$ cat src/sfrm_pkg.sv
// Shared widths, constants, types and index helpers for the frame rate meter.
// Depends on nothing; every other file of the block imports it.
package sfrm_pkg;

    localparam int RING_DEPTH = 1024;
    localparam int IDX_W      = $clog2(RING_DEPTH);
    localparam int CNT_W      = $clog2(RING_DEPTH + 1);
    localparam int STAMP_W    = 63;
    localparam int TICK_W     = 32;
    localparam int RATE_W     = 16;
    localparam int PROD_W     = CNT_W + TICK_W;
    localparam int QUO_W      = RATE_W + 1;
    localparam int DEN_W      = STAMP_W + RATE_W;
    localparam int STEP_W     = $clog2(QUO_W);

    localparam logic [TICK_W-1:0] TICK_RESET = TICK_W'(10000000);
    localparam logic [RATE_W-1:0] RATE_MAX   = '1;

    // Requests to the timestamp ring: one write and one read.
    typedef struct packed {
        logic             wr_en;
        logic [IDX_W-1:0] wr_addr;
        logic             rd_en;
        logic [IDX_W-1:0] rd_addr;
    } ring_req_t;

    function automatic logic [IDX_W-1:0] wrap_inc(input logic [IDX_W-1:0] i);
        return (i == IDX_W'(RING_DEPTH - 1)) ? '0 : i + 1'b1;
    endfunction

    // Distance from one ring slot forward to another.
    function automatic logic [CNT_W-1:0] ring_dist(input logic [IDX_W-1:0] from,
                                                   input logic [IDX_W-1:0] to);
        logic [CNT_W-1:0] f;
        logic [CNT_W-1:0] t;
        f = CNT_W'(from);
        t = CNT_W'(to);
        return (t >= f) ? t - f : t + CNT_W'(RING_DEPTH) - f;
    endfunction

    // True when stamp a lies at least one window length after stamp b.
    function automatic logic reaches(input logic [STAMP_W-1:0] a,
                                     input logic [STAMP_W-1:0] b,
                                     input logic [TICK_W-1:0]  tick);
        return {1'b0, a} >= ({1'b0, b} + (STAMP_W + 1)'(tick));
    endfunction

endpackage

$ cat src/sfrm_div.sv
// Restoring serial divider, one quotient bit per cycle, saturating at the rate maximum.
// Depends on sfrm_pkg.
module sfrm_div (
    input  logic                         clk,
    input  logic                         rst_n,
    input  logic                         start,
    input  logic [sfrm_pkg::PROD_W-1:0]  num,
    input  logic [sfrm_pkg::STAMP_W-1:0] den,
    output logic                         done,
    output logic [sfrm_pkg::RATE_W-1:0]  quotient
);
    import sfrm_pkg::*;

    logic [PROD_W-1:0] rem_reg;
    logic [PROD_W-1:0] rem_next;
    logic [DEN_W-1:0]  den_reg;
    logic [QUO_W-1:0]  quo_reg;
    logic [STEP_W-1:0] step_reg;
    logic              busy_reg;
    logic              done_reg;
    logic              ge;
    logic [DEN_W-1:0]  diff;

    // The top quotient bit only says the result overflows the output width.
    always_comb
    begin
        ge       = DEN_W'(rem_reg) >= den_reg;
        diff     = DEN_W'(rem_reg) - den_reg;
        rem_next = ge ? diff[PROD_W-1:0] : rem_reg;
    end

    always_ff @(posedge clk)
    begin
        if (start)
        begin
            rem_reg <= num;
            den_reg <= {den, RATE_W'(0)};
            quo_reg <= '0;
        end
        else if (busy_reg)
        begin
            rem_reg <= rem_next;
            den_reg <= den_reg >> 1;
            quo_reg <= {quo_reg[QUO_W-2:0], ge};
        end
    end

    always_ff @(posedge clk or negedge rst_n)
    begin
        if (!rst_n)
        begin
            busy_reg <= 1'b0;
            done_reg <= 1'b0;
            step_reg <= '0;
        end
        else
        begin
            done_reg <= busy_reg && (step_reg == '0);
            if (start)
            begin
                busy_reg <= 1'b1;
                step_reg <= STEP_W'(QUO_W - 1);
            end
            else if (busy_reg)
            begin
                if (step_reg == '0)
                begin
                    busy_reg <= 1'b0;
                end
                else
                begin
                    step_reg <= step_reg - 1'b1;
                end
            end
        end
    end

    assign done     = done_reg;
    assign quotient = quo_reg[QUO_W-1] ? RATE_MAX : quo_reg[RATE_W-1:0];

endmodule

$ cat config.mk
export PLATFORM = sky130hd
export DESIGN_NAME = sfrm_div
export DESIGN_NICKNAME = d
export VERILOG_FILES = /design/src/sfrm_pkg.sv /design/src/sfrm_div.sv
export SDC_FILE = /design/constraint.sdc
export NUM_CORES = 1
export LEC_CHECK = 0
export BUFFER_PORTS_ARGS = -buffer_cell sky130_fd_sc_hd__buf_4
export CAP_MARGIN = 10
export CORE_MARGIN = 2
export CORE_UTILIZATION = 55
export DETAILED_ROUTE_END_ITERATION = 12
export MAX_ROUTING_LAYER = met4
export PLACE_DENSITY = 0.88
export REMOVE_ABC_BUFFERS = 1
export SLEW_MARGIN = 20
export SYNTH_ARGS = -nofsm -noshare
export SYNTH_HDL_FRONTEND = slang
export SYNTH_SLANG_ARGS = --single-unit
$ cat constraint.sdc
create_clock -name clk -period 4.1 [get_ports clk]
set_input_delay 0.41 -clock clk [delete_from_list [all_inputs] [get_ports clk]]
set_output_delay 0.41 -clock clk [all_outputs]
set_load 0.02 [all_outputs]
### Yosys cells after proc, flatten, opt, wreduce, memory -nomap -nowiden

Cells that the tools add are included.

* reductions and logical operators: 6
* magnitude comparators: 1
* muxes and demuxes: 12
* $add $sub $neg: 2
* equal/unequal tests: 1

Operators with widths (count)
* $mux W79: 2
* $mux W43: 3
* $ge A43 B79 Y1: 1
* $sub A43 B43 Y43: 1
* $mux W16: 1
* $mux W5: 3
* $logic_not A5 Y1: 1
* $sub A5 B1 Y5 const B: 1
* $reduce_and A2 Y1: 2
* $reduce_bool A2 Y1: 2
* $mux W1: 3
* $ne A2 B2 Y1 const B: 1
* $logic_and A1 B1 Y1: 1

* flip-flop bits (word level): 146
* logic and storage cells: 29
* output and inout bits: 17
* input bits: 109

### Depth between registers and ports, before layout

Gate-level depths: netlist (run 1).

* depth in word-level cells: 4
* mapped depth: 12

### Worst setup path before layout (run 1)

Ideal clock, no wire load.

* path kind: register -> register
* start: register rem_reg[3]
* end: register rem_reg[0], enable pin
* setup time: 0.401 ns
* clock period less this slack: 3.391 ns
* cell stages (with the launch flop): 11
* path buffers: 0
* arrival: 2.989 ns
* slack: 0.709 ns
* required time: 3.699 ns
* cell sequence: edfxtp_1 > ha_1 > nand3_1 > o21bai_1 > a21oi_2 > nor4b_4 > nor3_2 > a21oi_1 > o21ai_0 > a32oi_1 > nand2_1

* cells in the longest elaborated chain, start to end: 3

RTL lines
* from (decl): RTL line sfrm_div.sv:14 `logic [PROD_W-1:0] rem_reg;`
* from (signal assigned): RTL line sfrm_div.sv:36 `rem_reg <= num;`
* from (signal assigned): RTL line sfrm_div.sv:42 `rem_reg <= rem_next;`
* $ge A43 B79 Y1: RTL line sfrm_div.sv:27 `ge = DEN_W'(rem_reg) >= den_reg;`
* $reduce_bool A2 Y1 (no line)
* $reduce_and A2 Y1 (no line)

Every way passes these cells.
A chain may end at the register's enable or synchronous reset.

### Worst setup path after layout (run 1)

* start: register rem_reg[15]
* end: register rem_reg[14], enable pin

Same word-level chain as after synthesis.

==> results.json, run 1 <==
{
  "outcome": "complete, no violations",
  "irDropWorstVdd_mv": 0.336,
  "finalHoldViolCount": 0,
  "drt_iter0_drc": 701,
  "post-route-util_pct": 67.9,
  "setup_tns_ns": 0,
  "place_area_um2": 9720,
  "cts_root_buf": "clkbuf_16",
  "dp_hpwl_um": 14500,
  "fin_area_um2": 10400,
  "vias_per_cell": 5.86,
  "port_buffers": 125,
  "syn_area_um2": 8630,
  "die_h_um": 129,
  "cts_inserted_buffers": 17,
  "clk_latency_ns": 0.43,
  "grt_pass1_wl_um": 33300,
  "maxSlewViolCount": 0,
  "grt-ovfl-total": 0,
  "grt_antenna_before_repair": 0,
  "setup_viol": 0,
  "power.density_nw_per_um2": 574,
  "cts_buffer_depth": 2,
  "first_pass_iters": 8,
  "fin_skew_ns": 0.00935,
  "fin_crit_ns": 3.49,
  "rr_worst_depth": 10,
  "largest_reg_flops": 79,
  "synth_enable_flop_cells": 106,
  "die_area_um2": 16700,
  "drive_above_1_share_pct": 19.0,
  "final.fill_count": 1151,
  "start_kind": "flop",
  "initial_core_util_pct": 56.6,
  "syn_to_final_growth_pct": 20.1,
  "maxCapViolCount": 0,
  "antenna_left": 0,
  "syn_area_per_cell_um2": 9.62,
  "holdCritPathClass": "primary input to flop",
  "routedWlPerCell_um": 17.0,
  "core_um2": 15300,
  "pin_count": 126,
  "p_leak_uw": 0.00462,
  "synth_seq_cells": 146,
  "grt_max_degree": 89,
  "crit_fanout": 32,
  "rsz0062_at_grt": "no",
  "crit_arrival_ns": 3.60,
  "max_freq_mhz": 287,
  "worstSetupEndpointType": "flop",
  "grt_pass1_vias": 6850,
  "max_slew_margin_pct": 42.7,
  "clkTransAtPathRegs_ns": 0.06,
  "die_w_um": 129,
  "ys.flop_type": "edfxtp_1",
  "worst_slack_ns": 0.614,
  "worst_slew_pin_slew_ns": 0.860,
  "antenna-diode-count": 0,
  "nets": 1158,
  "post-route-period-util_pct": 85.0,
  "synth_seq_area_share_pct": 46.6,
  "totalPowerFinal_uw": 5950,
  "vias": 7196,
  "drc": 0,
  "ys_types": 61,
  "cts_tree": "yes",
  "gp_congestion": 0.982,
  "crit_type": "flop to flop",
  "async_flop_share_pct": 4.79,
  "pre_cts_slack_ns": 0.755,
  "track_usage_pct": 26.5,
  "cts.sinks": 146,
  "hold_path_depth": 3,
  "critical_path_required_ns": 4.22,
  "yosysWarnings": 0,
  "rows": 45,
  "htree_levels": 4,
  "syn_inst": 897,
  "routed_wl_um": 20900
}
[through the flow]
stage	std cells	hold slack, ns
2_1_floorplan	852	0.114
3_3_place_gp	1194	0.227
3_5_place_dp	1194	0.230
4_1_cts	1227	0.246
5_1_grt	1227	0.258
6_report	1227	0.252
[layer usage]
layer	global-route usage [%]	up-vias	wire, µm
met1	33.5	3390	8710
met5	-	-	0
li1	-	3446	-
met2	40.9	309	9800
met3	6.90	51	1760
met4	10.7	0	589
[worst max-delay path, cell delays in order, from the launching register on]
cell and delay, ns:
edfxtp_1 0.39, ha_1 0.42, and2_1 0.28, and3_1 0.26
a21oi_1 0.11, nor3_2 0.41, a21oi_1 0.15, o21ai_0 0.33
a32oi_1 0.20, nand2_2 0.33, buf_12 0.28
[worst paths after layout]
| check | startpoint | to | slack, ns |
|---|---|---|---|
| worst min register to register | quo_reg[10] | quo_reg[10] | 0.51 |
| worst max-delay path | rem_reg[15] | rem_reg[14] | 0.61 |
| worst min-delay path | den[22] | den_reg[38] | 0.25 |
| min in group asynchronous | rst_n | done | 0.33 |
| max in group asynchronous | rst_n | busy_reg | 3.64 |
| worst max register to register | rem_reg[15] | rem_reg[14] | 0.61 |
[cell families (layout without fill, tap and decap cells)]
logic type	Yosys count	in the layout	synth area share [%]
and+or+nand+nor	274	274	14.9
xor gates and xnor gates	39	39	3.96
muxes	34	34	3.94
buffers and inverters	110	229	4.92
adders and majority gates	46	46	6.76
DFF	146	146	46.6
AOI/OAI and AO/OA	248	248	19.0
[cell usage after synthesis (all sizes together) (3+ instances only)]
master,n,area share [%]
dfrtp,7,2.0
a21o,18,1.6
nor2b,5,0.36
and4,4,0.41
ha,45,6.5
or2,18,1.3
and2,3,0.22
a211oi,9,0.90
edfxtp,106,37
o21bai,8,0.70
o31ai,5,0.49
o21ai,90,5.3
dfxtp,33,7.7
and3,5,0.36
clkbuf,34,1.5
mux2i,34,3.9
xnor2,25,2.5
nor2,54,2.3
xor2,14,1.4
nor4b,3,0.48
nand3,16,0.93
nand2b,5,0.36
a21oi,52,3.2
nor4,11,0.80
o21a,8,0.71
inv,64,2.8
a22o,38,3.9
o211ai,3,0.32
nand4,10,0.72
nand2,123,5.4
a31oi,5,0.54
nor3,10,0.64
buf,11,0.59
[power breakdown]
| part | switching, µW | internal (µW) |
|---|---|---|
| combinational | 1270 | 911 |
| sequential | 138 | 1930 |
| clock | 600 | 1090 |
[cell type report]
class	count	area (µm²)	area share (%)
timing repair buffer	132	1010	9.74
sequential	146	4020	38.8
tap	211	264	2.55
inverter	65	244	2.35
multi-input combinational	641	4190	40.4
clock buffer	21	450	4.35
clock inverter	11	185	1.79
[repair_timing]
action	CTS	global route
buffers inserted	0	0
gates resized for setup	0	0
endpoints found under the hold margin	7	0
hold buffers	1	0
[cells in the final DEF (no fill, tap or decap), drive strengths merged, types with 9 or more instances in the layout]
cell	n
xor2	14
mux2i	34
nor3	10
a22o	38
dfxtp	33
a211oi	9
a21oi	52
ha	45
o21ai	90
or2	18
edfxtp	106
nand2	123
inv	64
a21o	18
xnor2	25
clkbuf	21
nand3	16
nor4	11
buf	131
nor2	54
nand4	10
Note: power is estimated with default switching activity, not from simulation.
==> run 2: changes to the inputs <==
--- a/config.mk
+++ b/config.mk
@@ -11,7 +11,7 @@
 export CORE_UTILIZATION = 55
 export DETAILED_ROUTE_END_ITERATION = 12
 export MAX_ROUTING_LAYER = met4
-export PLACE_DENSITY = 0.88
+export PLACE_DENSITY = 0.78
 export REMOVE_ABC_BUFFERS = 1
 export SLEW_MARGIN = 20
 export SYNTH_ARGS = -nofsm -noshare
==> constraint.sdc (replaced) <==
create_clock -name clk -period 4.5 [get_ports clk]
set_input_delay 0.45 -clock clk [delete_from_list [all_inputs] [get_ports clk]]
set_output_delay 0.45 -clock clk [all_outputs]
set_load 0.02 [all_outputs]
==> run 2 against run 1 <==
  * Worst setup slack gained 0.48 ns
  * Clock-buffer cell count is 2 lower
  * Sequential cell count did not move
  * Clock power decreased by 16%
  * First-iteration DRC count fell by 28%
  * Worst hold slack better by 0.041 ns
  * Non-clock buffer count is the same
  * Combinational power down 11%
  * Final cell count stayed put
  * Global-route usage decreased by 1.0 points
  * Critical path type unchanged
  * Critical endpoint is now rem_reg[11]
  * Highest routed layer unchanged
==> results.json, run 2 (same netlist as run 1, synthesis figures left out) <==
{
  "maxSlewViolCount": 0,
  "crit_arrival_ns": 3.53,
  "post-route-period-util_pct": 75.7,
  "cts_root_buf": "clkbuf_16",
  "track_usage_pct": 25.5,
  "final_common_cell": "buf_4",
  "critPathTopFamily": "compound AO/OA/AOI/OAI gates",
  "grt_pass1_vias": 6519,
  "post-route-util_pct": 67.6,
  "vias": 6894,
  "start_kind": "flop",
  "dp_hpwl_um": 14300,
  "crit_path_max_incr_delay_ns": 0.38,
  "crit_type": "flop to flop",
  "seq_area_um2": 4020,
  "p_leak_uw": 0.00460,
  "vias_per_cell": 5.62,
  "nets": 1158,
  "multi_input_area_um2": 4190,
  "rsz0062_at_grt": "no",
  "fin_skew_ns": 0.00946,
  "antenna-diode-count": 0,
  "final.fill_count": 1226,
  "htree_levels": 4,
  "cts-resized-gates": 0,
  "grt_antenna_before_repair": 1,
  "power.density_nw_per_um2": 509,
  "place_area_um2": 9720,
  "rows": 45,
  "die_h_um": 129,
  "syn_to_final_growth_pct": 19.6,
  "routed_wl_um": 19800,
  "initial_core_util_pct": 56.6,
  "cts.sinks": 146,
  "max_freq_mhz": 294,
  "maxCapViolCount": 0,
  "holdCritPathClass": "primary input to flop",
  "irDropWorstVdd_mv": 0.339,
  "drc": 0,
  "core_um2": 15300,
  "worst_path_max_delay_cell": "nand2_2",
  "cts_buffer_depth": 2,
  "setup_viol": 0,
  "finalHoldViolCount": 0,
  "clkTransAtPathRegs_ns": 0.07,
  "first_pass_iters": 7,
  "drive_above_1_share_pct": 19.4,
  "crit_fanout": 28,
  "die_area_um2": 16700,
  "clk_latency_ns": 0.43,
  "max_slew_margin_pct": 43.2,
  "mostFrequentLayoutCells": "buf_4 (129), nand2_1 (122), edfxtp_1 (106)",
  "grt-ovfl-total": 0,
  "antenna_left": 0,
  "critical_path_required_ns": 4.63,
  "cts_tree": "yes",
  "fin_area_um2": 10300,
  "port_buffers": 125,
  "grt_max_degree": 85,
  "worst-path-buf-inv": 2,
  "cts_inserted_buffers": 17,
  "grt_pass1_wl_um": 32100,
  "setup_tns_ns": 0,
  "drt_iter0_drc": 503,
  "outcome": "complete, no violations",
  "routedWlPerCell_um": 16.1,
  "pin_count": 126,
  "die_w_um": 129,
  "fin_crit_ns": 3.41,
  "worst_slew_pin_slew_ns": 0.852,
  "worstSetupEndpointType": "flop",
  "gp_congestion": 0.940,
  "crit_chain": "inv_1, ha_1, nand3_1, o21bai_1, a21oi_2, nor4b_4, nor3_2, a21oi_1, o21ai_0, a32oi_1, nand2_2, buf_12",
  "largest_reg_flops": 79
}
## run 2: stage by stage
step / setup WS, ns / std cells / hold slack, ns / power (µW)
6_report: 1.09 / 1227 / 0.293 / 5250
5_1_grt: 0.824 / 1227 / 0.299 / 5590
4_1_cts: 1.08 / 1227 / 0.288 / 5260
3_5_place_dp: 1.10 / 1194 / 0.272 / 3830
3_3_place_gp: 1.23 / 1194 / 0.268 / 3790
2_1_floorplan: 0.394 / 852 / 0.154 / 3340
## run 2: power breakdown
group | switching, µW | total [µW] | internal [µW] | leakage [µW]
clock network | 606 | 1420 | 812 | 0.000285
registers | 123 | 1880 | 1760 | 0.00147
logic | 1120 | 1950 | 828 | 0.00284
total | 1850 | 5250 | 3400 | 0.00460
## run 2: layer usage
layer,GRT usage [%],wire length [µm],up-vias
met3,6.48,1340,23
li1,-,-,3443
met5,-,0,-
met1,34.7,9290,3222
met2,38.4,8900,206
met4,6.46,272,0
## run 2: cell type report
| type | count | area share [%] |
|---|---|---|
| multi-input combinational | 641 | 40.6 |
| sequential | 146 | 39.0 |
| timing repair buffer | 132 | 9.79 |
| clock buffer | 19 | 4.40 |
| tap | 211 | 2.56 |
| inverter | 65 | 2.36 |
| clock inverter | 13 | 1.31 |
## run 2: what timing repair did
| action | in CTS | in global routing |
|---|---|---|
| hold endpoints to repair | 7 | 0 |
| setup buffers | 0 | 0 |
| hold buffers | 1 | 0 |
## run 2: tightest hold or removal path: stages
cell,delay [ns]
buf_4,0.08
nand2_1,0.04
o21ai_0,0.05
## run 2: final timing paths
kind / depth (start not counted) / end / startpoint / slack (ns)
hold / removal: 3 / den_reg[34] / den[18] / 0.29
setup / recovery: 12 / rem_reg[11] / den_reg[3] / 1.09
max in group asynchronous: 2 / busy_reg / rst_n / 4.00
min in group asynchronous: 2 / step_reg[3] / rst_n / 0.37
setup reg to reg: 12 / rem_reg[11] / den_reg[3] / 1.09
hold reg to reg: 2 / den_reg[0] / den_reg[0] / 0.50
